## config.mk

```make
export PLATFORM = sky130hd
export DESIGN_NAME = ppu_ctrl
export DESIGN_NICKNAME = d
export VERILOG_FILES = /design/src/hw/rtl/ppu_pkg.sv /design/src/hw/rtl/ppu_ctrl.sv
export SDC_FILE = /design/constraint.sdc
export NUM_CORES = 1
export LEC_CHECK = 0
export BUFFER_PORTS_ARGS = -buffer_cell sky130_fd_sc_hd__buf_2
export CAP_MARGIN = 25
export CELL_PAD_IN_SITES_DETAIL_PLACEMENT = 1
export CELL_PAD_IN_SITES_GLOBAL_PLACEMENT = 1
export CORE_ASPECT_RATIO = 1.25
export CORE_MARGIN = 2
export CORE_UTILIZATION = 35
export CTS_CLUSTER_DIAMETER = 120
export DETAILED_ROUTE_END_ITERATION = 7
export GPL_TIMING_DRIVEN = 1
export PLACE_DENSITY_LB_ADDON = 0.25
export SLEW_MARGIN = 20
export SYNTH_ARGS = -nofsm -noshare
export SYNTH_HDL_FRONTEND = slang
export SYNTH_SLANG_ARGS = --single-unit
```

## constraint.sdc

```tcl
create_clock -name i_clk -period 2.6 [get_ports i_clk]
set_clock_uncertainty 0.05 [all_clocks]
set_input_delay 0.26 -clock i_clk [delete_from_list [all_inputs] [get_ports i_clk]]
set_output_delay 0.26 -clock i_clk [all_outputs]
set_load 0.01 [all_outputs]
```

## src/hw/rtl/ppu_pkg.sv

```systemverilog
// shared types, codes and constants of the particle pool update engine
package ppu_pkg;

    localparam int SLOTS_DEF = 32;
    localparam int SLOT_W    = 6;
    localparam int DIV_STEPS = 40;

    localparam logic [1:0] CMD_SPAWN = 2'd0;
    localparam logic [1:0] CMD_TICK  = 2'd1;
    localparam logic [1:0] CMD_CLEAR = 2'd2;
    localparam logic [1:0] CMD_EMIT  = 2'd3;

    localparam logic [1:0] KIND_SPAWN = 2'd0;
    localparam logic [1:0] KIND_COUNT = 2'd1;
    localparam logic [1:0] KIND_REC   = 2'd2;

    localparam logic [1:0] CFG_GRAVITY   = 2'd0;
    localparam logic [1:0] CFG_MIN_SIZE  = 2'd1;
    localparam logic [1:0] CFG_MIN_ALPHA = 2'd2;

    localparam logic [22:0] GRAVITY_RST   = 23'd642253;
    localparam logic [15:0] MIN_SIZE_RST  = 16'd66;
    localparam logic [7:0]  MIN_ALPHA_RST = 8'd3;

    typedef struct packed {
        logic signed [31:0] px;
        logic signed [31:0] py;
        logic signed [31:0] pz;
        logic signed [31:0] vx;
        logic signed [31:0] vy;
        logic signed [31:0] vz;
        logic [23:0]        life;
        logic [23:0]        max_life;
        logic [15:0]        size;
        logic [31:0]        color;
        logic [3:0]         kind;
    } t_part;

    typedef enum logic [2:0] {
        RES_SPAWN_OK = 3'd0,
        RES_FULL     = 3'd1,
        RES_COUNT    = 3'd2,
        RES_TRAILER  = 3'd3,
        RES_REC      = 3'd4
    } t_res;

    typedef struct packed {
        logic              lat;
        logic [SLOT_W-1:0] idx;
        logic              pass;
        logic              clear_all;
        logic              spawn_wr;
        logic              ram_re;
        logic              cur_ld;
        logic              free;
        logic              mul;
        logic              acc;
        logic [1:0]        ph;
        logic              wr_back;
        logic              cnt_clr;
        logic              cnt_inc;
        logic              tot_load;
        logic              sc_load;
        logic              sc_step;
        logic              sc_fin;
        logic              ssel;
        logic              put;
        t_res              res;
    } t_cmd;

    typedef struct packed {
        logic act;
        logic life_le_dt;
        logic kind_match;
        logic bypass;
        logic div_last;
        logic visible;
        logic out_free;
    } t_sts;

endpackage

```

## src/hw/rtl/ppu_ctrl.sv

```systemverilog
// controller state machine of the particle pool update engine
module ppu_ctrl #(
    parameter int SLOTS = ppu_pkg::SLOTS_DEF
) (
    input  logic          i_clk,
    input  logic          i_rst_n,
    input  logic          i_in_valid,
    input  logic [1:0]    i_cmd,
    output logic          o_in_stall,
    input  ppu_pkg::t_sts i_sts,
    output ppu_pkg::t_cmd o_cmd
);
    localparam int IW = $clog2(SLOTS);

    typedef enum logic [13:0] {
        S_IDLE  = 14'b00000000000001,
        S_SSCAN = 14'b00000000000010,
        S_TSCAN = 14'b00000000000100,
        S_TLD   = 14'b00000000001000,
        S_TMUL  = 14'b00000000010000,
        S_TACC  = 14'b00000000100000,
        S_TWR   = 14'b00000001000000,
        S_ESCAN = 14'b00000010000000,
        S_ELD   = 14'b00000100000000,
        S_ESL   = 14'b00001000000000,
        S_ESD   = 14'b00010000000000,
        S_ESF   = 14'b00100000000000,
        S_ECHK  = 14'b01000000000000,
        S_PUT   = 14'b10000000000000
    } t_state;

    t_state          r_st, n_st;
    logic [IW-1:0]   r_idx, n_idx;
    logic            r_pass, n_pass;
    logic            r_emit, n_emit;
    logic [1:0]      r_ph, n_ph;
    logic            r_ssel, n_ssel;
    ppu_pkg::t_res   r_res, n_res;
    ppu_pkg::t_cmd   c;
    logic            adv;
    logic            last_idx;

    assign last_idx   = (r_idx == IW'(SLOTS - 1));
    assign o_in_stall = (r_st != S_IDLE);
    assign o_cmd      = c;

    always_comb begin
        n_st   = r_st;
        n_idx  = r_idx;
        n_pass = r_pass;
        n_emit = r_emit;
        n_ph   = r_ph;
        n_ssel = r_ssel;
        n_res  = r_res;
        adv    = 1'b0;
        c      = '0;
        c.idx  = ppu_pkg::SLOT_W'(r_idx);
        c.pass = r_pass;
        c.ph   = r_ph;
        c.ssel = r_ssel;
        c.res  = r_res;
        unique case (r_st)
            S_IDLE: begin
                if (i_in_valid) begin
                    c.lat     = 1'b1;
                    c.cnt_clr = 1'b1;
                    n_idx     = '0;
                    n_pass    = 1'b0;
                    unique case (i_cmd)
                        ppu_pkg::CMD_SPAWN: n_st = S_SSCAN;
                        ppu_pkg::CMD_TICK: begin
                            n_emit = 1'b0;
                            n_st   = S_TSCAN;
                        end
                        ppu_pkg::CMD_CLEAR: begin
                            c.clear_all = 1'b1;
                            n_res       = ppu_pkg::RES_COUNT;
                            n_st        = S_PUT;
                        end
                        ppu_pkg::CMD_EMIT: begin
                            n_emit = 1'b1;
                            n_st   = S_ESCAN;
                        end
                    endcase
                end
            end
            S_SSCAN: begin
                if (!i_sts.act) begin
                    c.spawn_wr = 1'b1;
                    n_res      = ppu_pkg::RES_SPAWN_OK;
                    n_st       = S_PUT;
                end else if (last_idx) begin
                    n_res = ppu_pkg::RES_FULL;
                    n_st  = S_PUT;
                end else begin
                    n_idx = r_idx + 1'b1;
                end
            end
            S_TSCAN: begin
                if (i_sts.act) begin
                    c.ram_re = 1'b1;
                    n_st     = S_TLD;
                end else begin
                    adv = 1'b1;
                end
            end
            S_TLD: begin
                c.cur_ld = 1'b1;
                if (i_sts.life_le_dt) begin
                    c.free = 1'b1;
                    adv    = 1'b1;
                end else begin
                    n_ph = 2'd0;
                    n_st = S_TMUL;
                end
            end
            S_TMUL: begin
                c.mul = 1'b1;
                n_st  = S_TACC;
            end
            S_TACC: begin
                c.acc = 1'b1;
                if (r_ph == 2'd3) begin
                    n_st = S_TWR;
                end else begin
                    n_ph = r_ph + 2'd1;
                    n_st = S_TMUL;
                end
            end
            S_TWR: begin
                c.wr_back = 1'b1;
                c.cnt_inc = 1'b1;
                adv       = 1'b1;
            end
            S_ESCAN: begin
                if (i_sts.act) begin
                    c.ram_re = 1'b1;
                    n_st     = S_ELD;
                end else begin
                    adv = 1'b1;
                end
            end
            S_ELD: begin
                c.cur_ld = 1'b1;
                if (!i_sts.kind_match) begin
                    adv = 1'b1;
                end else begin
                    n_ssel = 1'b0;
                    n_st   = S_ESL;
                end
            end
            S_ESL: begin
                c.sc_load = 1'b1;
                n_st      = i_sts.bypass ? S_ESF : S_ESD;
            end
            S_ESD: begin
                c.sc_step = 1'b1;
                if (i_sts.div_last) begin
                    n_st = S_ESF;
                end
            end
            S_ESF: begin
                c.sc_fin = 1'b1;
                if (!r_ssel) begin
                    n_ssel = 1'b1;
                    n_st   = S_ESL;
                end else begin
                    n_st = S_ECHK;
                end
            end
            S_ECHK: begin
                if (i_sts.visible) begin
                    c.cnt_inc = 1'b1;
                    n_res     = ppu_pkg::RES_REC;
                    n_st      = S_PUT;
                end else begin
                    adv = 1'b1;
                end
            end
            S_PUT: begin
                if (i_sts.out_free) begin
                    c.put = 1'b1;
                    if (r_res == ppu_pkg::RES_REC) begin
                        adv = 1'b1;
                    end else begin
                        n_st = S_IDLE;
                    end
                end
            end
            default: n_st = S_IDLE;
        endcase

        if (adv) begin
            if (last_idx) begin
                if (r_emit) begin
                    if (!r_pass) begin
                        n_pass = 1'b1;
                        n_idx  = '0;
                        n_st   = S_ESCAN;
                    end else begin
                        n_res = ppu_pkg::RES_TRAILER;
                        n_st  = S_PUT;
                    end
                end else begin
                    c.tot_load = 1'b1;
                    n_res      = ppu_pkg::RES_COUNT;
                    n_st       = S_PUT;
                end
            end else begin
                n_idx = r_idx + 1'b1;
                n_st  = r_emit ? S_ESCAN : S_TSCAN;
            end
        end
    end

    always_ff @(posedge i_clk) begin
        if (!i_rst_n) begin
            r_st   <= S_IDLE;
            r_idx  <= '0;
            r_pass <= 1'b0;
            r_emit <= 1'b0;
            r_ph   <= 2'd0;
            r_ssel <= 1'b0;
            r_res  <= ppu_pkg::RES_COUNT;
        end else begin
            r_st   <= n_st;
            r_idx  <= n_idx;
            r_pass <= n_pass;
            r_emit <= n_emit;
            r_ph   <= n_ph;
            r_ssel <= n_ssel;
            r_res  <= n_res;
        end
    end
endmodule

```

==> Implementation_results.wiki <==
{| class="wikitable"
! Metric !! Value
|-
| Number of top-level pins || 42
|-
| Cell types occupying the most area after synthesis || sky130_fd_sc_hd__dfxtp_1, sky130_fd_sc_hd__nor2_1, sky130_fd_sc_hd__nor4b_1
|-
| Fraction of registers with async set/reset || 0
|-
| Critical register-to-register path startpoint || r_st[10]$_SDFFE_PN0P_
|-
| Residual DRC || 0
|-
| Post-layout min period || roughly 2.6 ns
|-
| Post-synth top area share || 0.2820
|-
| Total congestion overflow after global routing || 0
|-
| Largest area contributor in the synthesized netlist || sky130_fd_sc_hd__dfxtp_1
|-
| Starting density of the core || 0.3571
|-
| Critical path start-end classification || flop to primary output
|-
| Maximum ir drop on the vdd rail || 0.0001952 V
|-
| Met2 track utilization from global routing || 0.4061
|-
| Post-Place Worst Slack || -0.02339 ns
|-
| Worst Reg2Reg Path Length in Cells || 8
|-
| Type of the tightest min-delay check || input port to flop
|-
| Detailed-route wire length per cell || 17.81 um
|-
| Reg2Reg Setup Slack || approximately 0.1 ns
|-
| Violated checks || negative setup slack
|-
| First-pass GRT wire length || around 11000 um
|-
| Count of synthesis-stage warnings from yosys || 0
|-
| TritonCTS clock tree || built
|-
| Count of flip-flops with a built-in enable after synthesis || 0
|-
| Setup violations, final || 1
|-
| Final number of max-transition violations || 0
|-
| Sequential cell area fraction in the yosys report || 0.2820
|-
| Count of nets left with antenna violations after detail routing || 0
|-
| Horiz. Die Dim || 70.19 um
|-
| Post-layout instance area || 2531 um2
|-
| Most used routing layer || met2
|-
| Most used standard cell by instance count after synthesis || sky130_fd_sc_hd__dfxtp_1
|-
| Number of nets at the end of the flow || 327
|-
| Weighted congestion at the end of routability-driven global placement || 0.8241
|-
| Die Y-Extent || 86.74 um
|-
| Dpl cell area || about 2300 um2
|-
| Later-pin clock latency in the skew report || about 0.28 ns
|-
| Mean Syn Cell Area || roughly 7.8 um2
|-
| Number of hold-slack violations in the final timing report || 0
|-
| Global routing usage summed across all routing layers || 0.2193
|-
| Total Power Consumption || 1.110 mW
|-
| Critical path peak fanout || 4
|-
| Area of the core || roughly 5400 um2
|-
| Worst Max-Slew Pin Slew || 0.5622 ns
|-
| Post-synthesis share of cell area spent on and, or, nand and nor gates || 0.3962
|-
| Total of flip-flops plus latches after synthesis || 27
|-
| Mapped cell area || between 1500 and 2000 um2
|-
| CTS HTree Levels || 1
|-
| Max-Cap Viols || 0
|-
| Fraction of layout instances using a drive strength above 1 || 0.3677
|-
| Total number of vias || 2152
|-
| Initial DRC Count || 80
|-
| Period utilization || 1.013
|-
| Area of the die || between 6000 and 7000 um2
|-
| Final HPWL from detailed placement || 5018 um
|-
| CP Launch Type || flop
|-
| Fraction of met1 tracks used by global routing || 0.2520
|-
| Maximum clock frequency || 0.3797 GHz
|-
| Number of global-route vias before repair || 2293
|-
| Adder-Cell Fraction of Synth Area || 0.02611
|-
| Remaining max-slew budget at the tightest pin || 0.6199
|-
| Clock edge transition at the registers on the reported setup and hold paths || 0.10 ns
|-
| Mapped Nets || 262
|-
| Critical path endpoint category || primary output
|-
| Mux share of post-synthesis cell area || 0.01044
|-
| Post-Synth XOR/XNOR Area || 0.01828
|-
| Worst setup endpoint || o_cmd[8]
|-
| Most used DFF post-synth || sky130_fd_sc_hd__dfxtp_1
|-
| Average via count per standard cell || 5.754
|-
| Hold Slack || 0.2023 ns
|-
| Leakage dissipation || about 1.1 nW
|-
| Worst path required time || 2.29 ns
|-
| Post-synthesis instance total || around 250
|-
| TritonCTS sink count || 27
|-
| Post-CTS Hold Buffers || 0
|-
| Reg2reg end || r_res[0]$_SDFF_PN0_
|-
| Number of buffers added by the clock tree synthesis step || 3
|-
| Number of search-and-repair iterations in the first detailed-routing pass || 4
|-
| Clk Tree Root Cell || sky130_fd_sc_hd__clkbuf_8
|-
| I/O Buffers || 40
|-
| Number of buffers on the longest clock path || 2
|-
| Status || finished with violations
|-
| Startpoint of the most critical setup path || r_st[10]$_SDFFE_PN0P_
|-
| Initial antenna violation count || 0
|-
| Std-Cell Rows || 30
|-
| Main combinational cell family by area after synthesis || simple AND/OR/NAND/NOR gates
|-
| Power per unit of standard cell area || 438.5 nW/um2
|-
| Diode count || 0
|-
| Share of the synthesized area in compound gates (AO/OA/AOI/OAI) || 0.1834
|-
| Maximum number of pins on one net before global-route repair || 16
|-
| Worst setup slack after layout || -0.03386 ns
|-
| Detailed Route WL || about 6700 um
|-
| Top cells by count, synth || sky130_fd_sc_hd__dfxtp_1, sky130_fd_sc_hd__nor2_1, sky130_fd_sc_hd__a21oi_1, sky130_fd_sc_hd__nand2_1, sky130_fd_sc_hd__nor3_1
|-
| Area overhead of the layout relative to synthesis || 32.05%
|-
| Unrepaired setup endpoints after global routing || true
|-
| WP data arrival || 2.32 ns
|-
| Met3 usage in global routing || 0.02907
|-
| Number of distinct library cells after synthesis || 56
|}
how the worst min path moves through the flow:
stage	startpoint	to	depth (start not counted)	slack (ns)
2_1_floorplan	i_rst_n	r_st[0]$_SDFFE_PN1P_	1	0.30
3_3_place_gp	r_pass$_SDFF_PN0_	r_pass$_SDFF_PN0_	2	0.44
3_5_place_dp	r_pass$_SDFF_PN0_	r_pass$_SDFF_PN0_	2	0.45
4_1_cts	i_in_valid	r_st[0]$_SDFFE_PN1P_	2	0.19
5_1_grt	i_in_valid	r_st[0]$_SDFFE_PN1P_	2	0.23
6_report	i_in_valid	r_st[0]$_SDFFE_PN1P_	2	0.20
cells by family (layout without fill, tap and decap cells):
group,count (synthesis),after routing
mux,2,2
other cells,1,1
flops,27,27
compound gates,51,51
simple gates,128,128
fa+ha+maj,4,4
xor+xnor,4,4
buf+inv,29,93
cell usage in the layout, fill, tap and decap left out, types with 3 or more instances in the layout:
master / n
sky130_fd_sc_hd__o21ai_0: 10
sky130_fd_sc_hd__a21o_1: 4
sky130_fd_sc_hd__nor3_1: 12
sky130_fd_sc_hd__nand2b_1: 9
sky130_fd_sc_hd__nand3_1: 11
sky130_fd_sc_hd__a211o_1: 3
sky130_fd_sc_hd__or4_4: 3
sky130_fd_sc_hd__or3_1: 3
sky130_fd_sc_hd__xor2_1: 3
sky130_fd_sc_hd__nor2b_1: 3
sky130_fd_sc_hd__and3_1: 6
sky130_fd_sc_hd__nor2_1: 24
sky130_fd_sc_hd__dfxtp_1: 21
sky130_fd_sc_hd__nand4_1: 8
sky130_fd_sc_hd__buf_2: 40
sky130_fd_sc_hd__nor3b_1: 4
sky130_fd_sc_hd__clkbuf_8: 3
sky130_fd_sc_hd__buf_4: 39
sky130_fd_sc_hd__nor4b_1: 5
sky130_fd_sc_hd__inv_1: 10
sky130_fd_sc_hd__nor4_4: 3
sky130_fd_sc_hd__nor4_1: 4
sky130_fd_sc_hd__a21oi_1: 11
sky130_fd_sc_hd__dfxtp_2: 5
sky130_fd_sc_hd__a211oi_1: 3
sky130_fd_sc_hd__nand2_1: 11
sky130_fd_sc_hd__ha_1: 4
registers in the layout, indices dropped and copies added, names as in the netlist:
signal	count
r_ssel	1
r_ph	2
r_st	14
r_pass	1
r_idx	5
r_emit	1
r_res	3
layout make-up:
| type | count | area [um2] |
|---|---|---|
| flip-flops and latches | 27 | 550.5 |
| multi-input cells | 190 | 1324 |
| well taps | 64 | 80.08 |
| clock inverters | 1 | 5.005 |
| inverters | 10 | 37.54 |
| fillers | 687 | 2836 |
| repair buffers | 79 | 493.0 |
| clock buffers | 3 | 41.29 |
critical path, cell delays in order, from the launching register on:
cell                      delay, ns
sky130_fd_sc_hd__dfxtp_2       0.34
sky130_fd_sc_hd__or4_4         0.56
sky130_fd_sc_hd__or4_4         0.50
sky130_fd_sc_hd__a21oi_4       0.21
sky130_fd_sc_hd__nor4_4        0.07
sky130_fd_sc_hd__nor3b_2       0.20
sky130_fd_sc_hd__buf_2         0.16
report_power, final:
group	switching, mW	internal (mW)
clock network	0.143	0.108
registers	0.0269	0.425
logic	0.223	0.184
total	0.393	0.717
per-stage QoR:
stage          instances  setup TNS (ns)  utilization
2_1_floorplan        246               0            -
3_3_place_gp         362               0       0.4305
3_5_place_dp         362        -0.02339       0.4305
4_1_cts              372         -0.1109       0.4585
5_1_grt              374        -0.06891       0.4716
6_report             374        -0.03386       0.4716
repair_timing:
action	in CTS	in global routing
resized for setup	14	12
buffers inserted	6	2
pin swaps	4	6
setup endpoints to repair	5	15
per-layer routing:
metal	share of wire	up-vias
met5	0	-
met4	0.032	0
met3	0.042	20
met2	0.52	65
met1	0.40	1040
li1	-	1027
No activity file was read; power rests on OpenSTA's default activity.
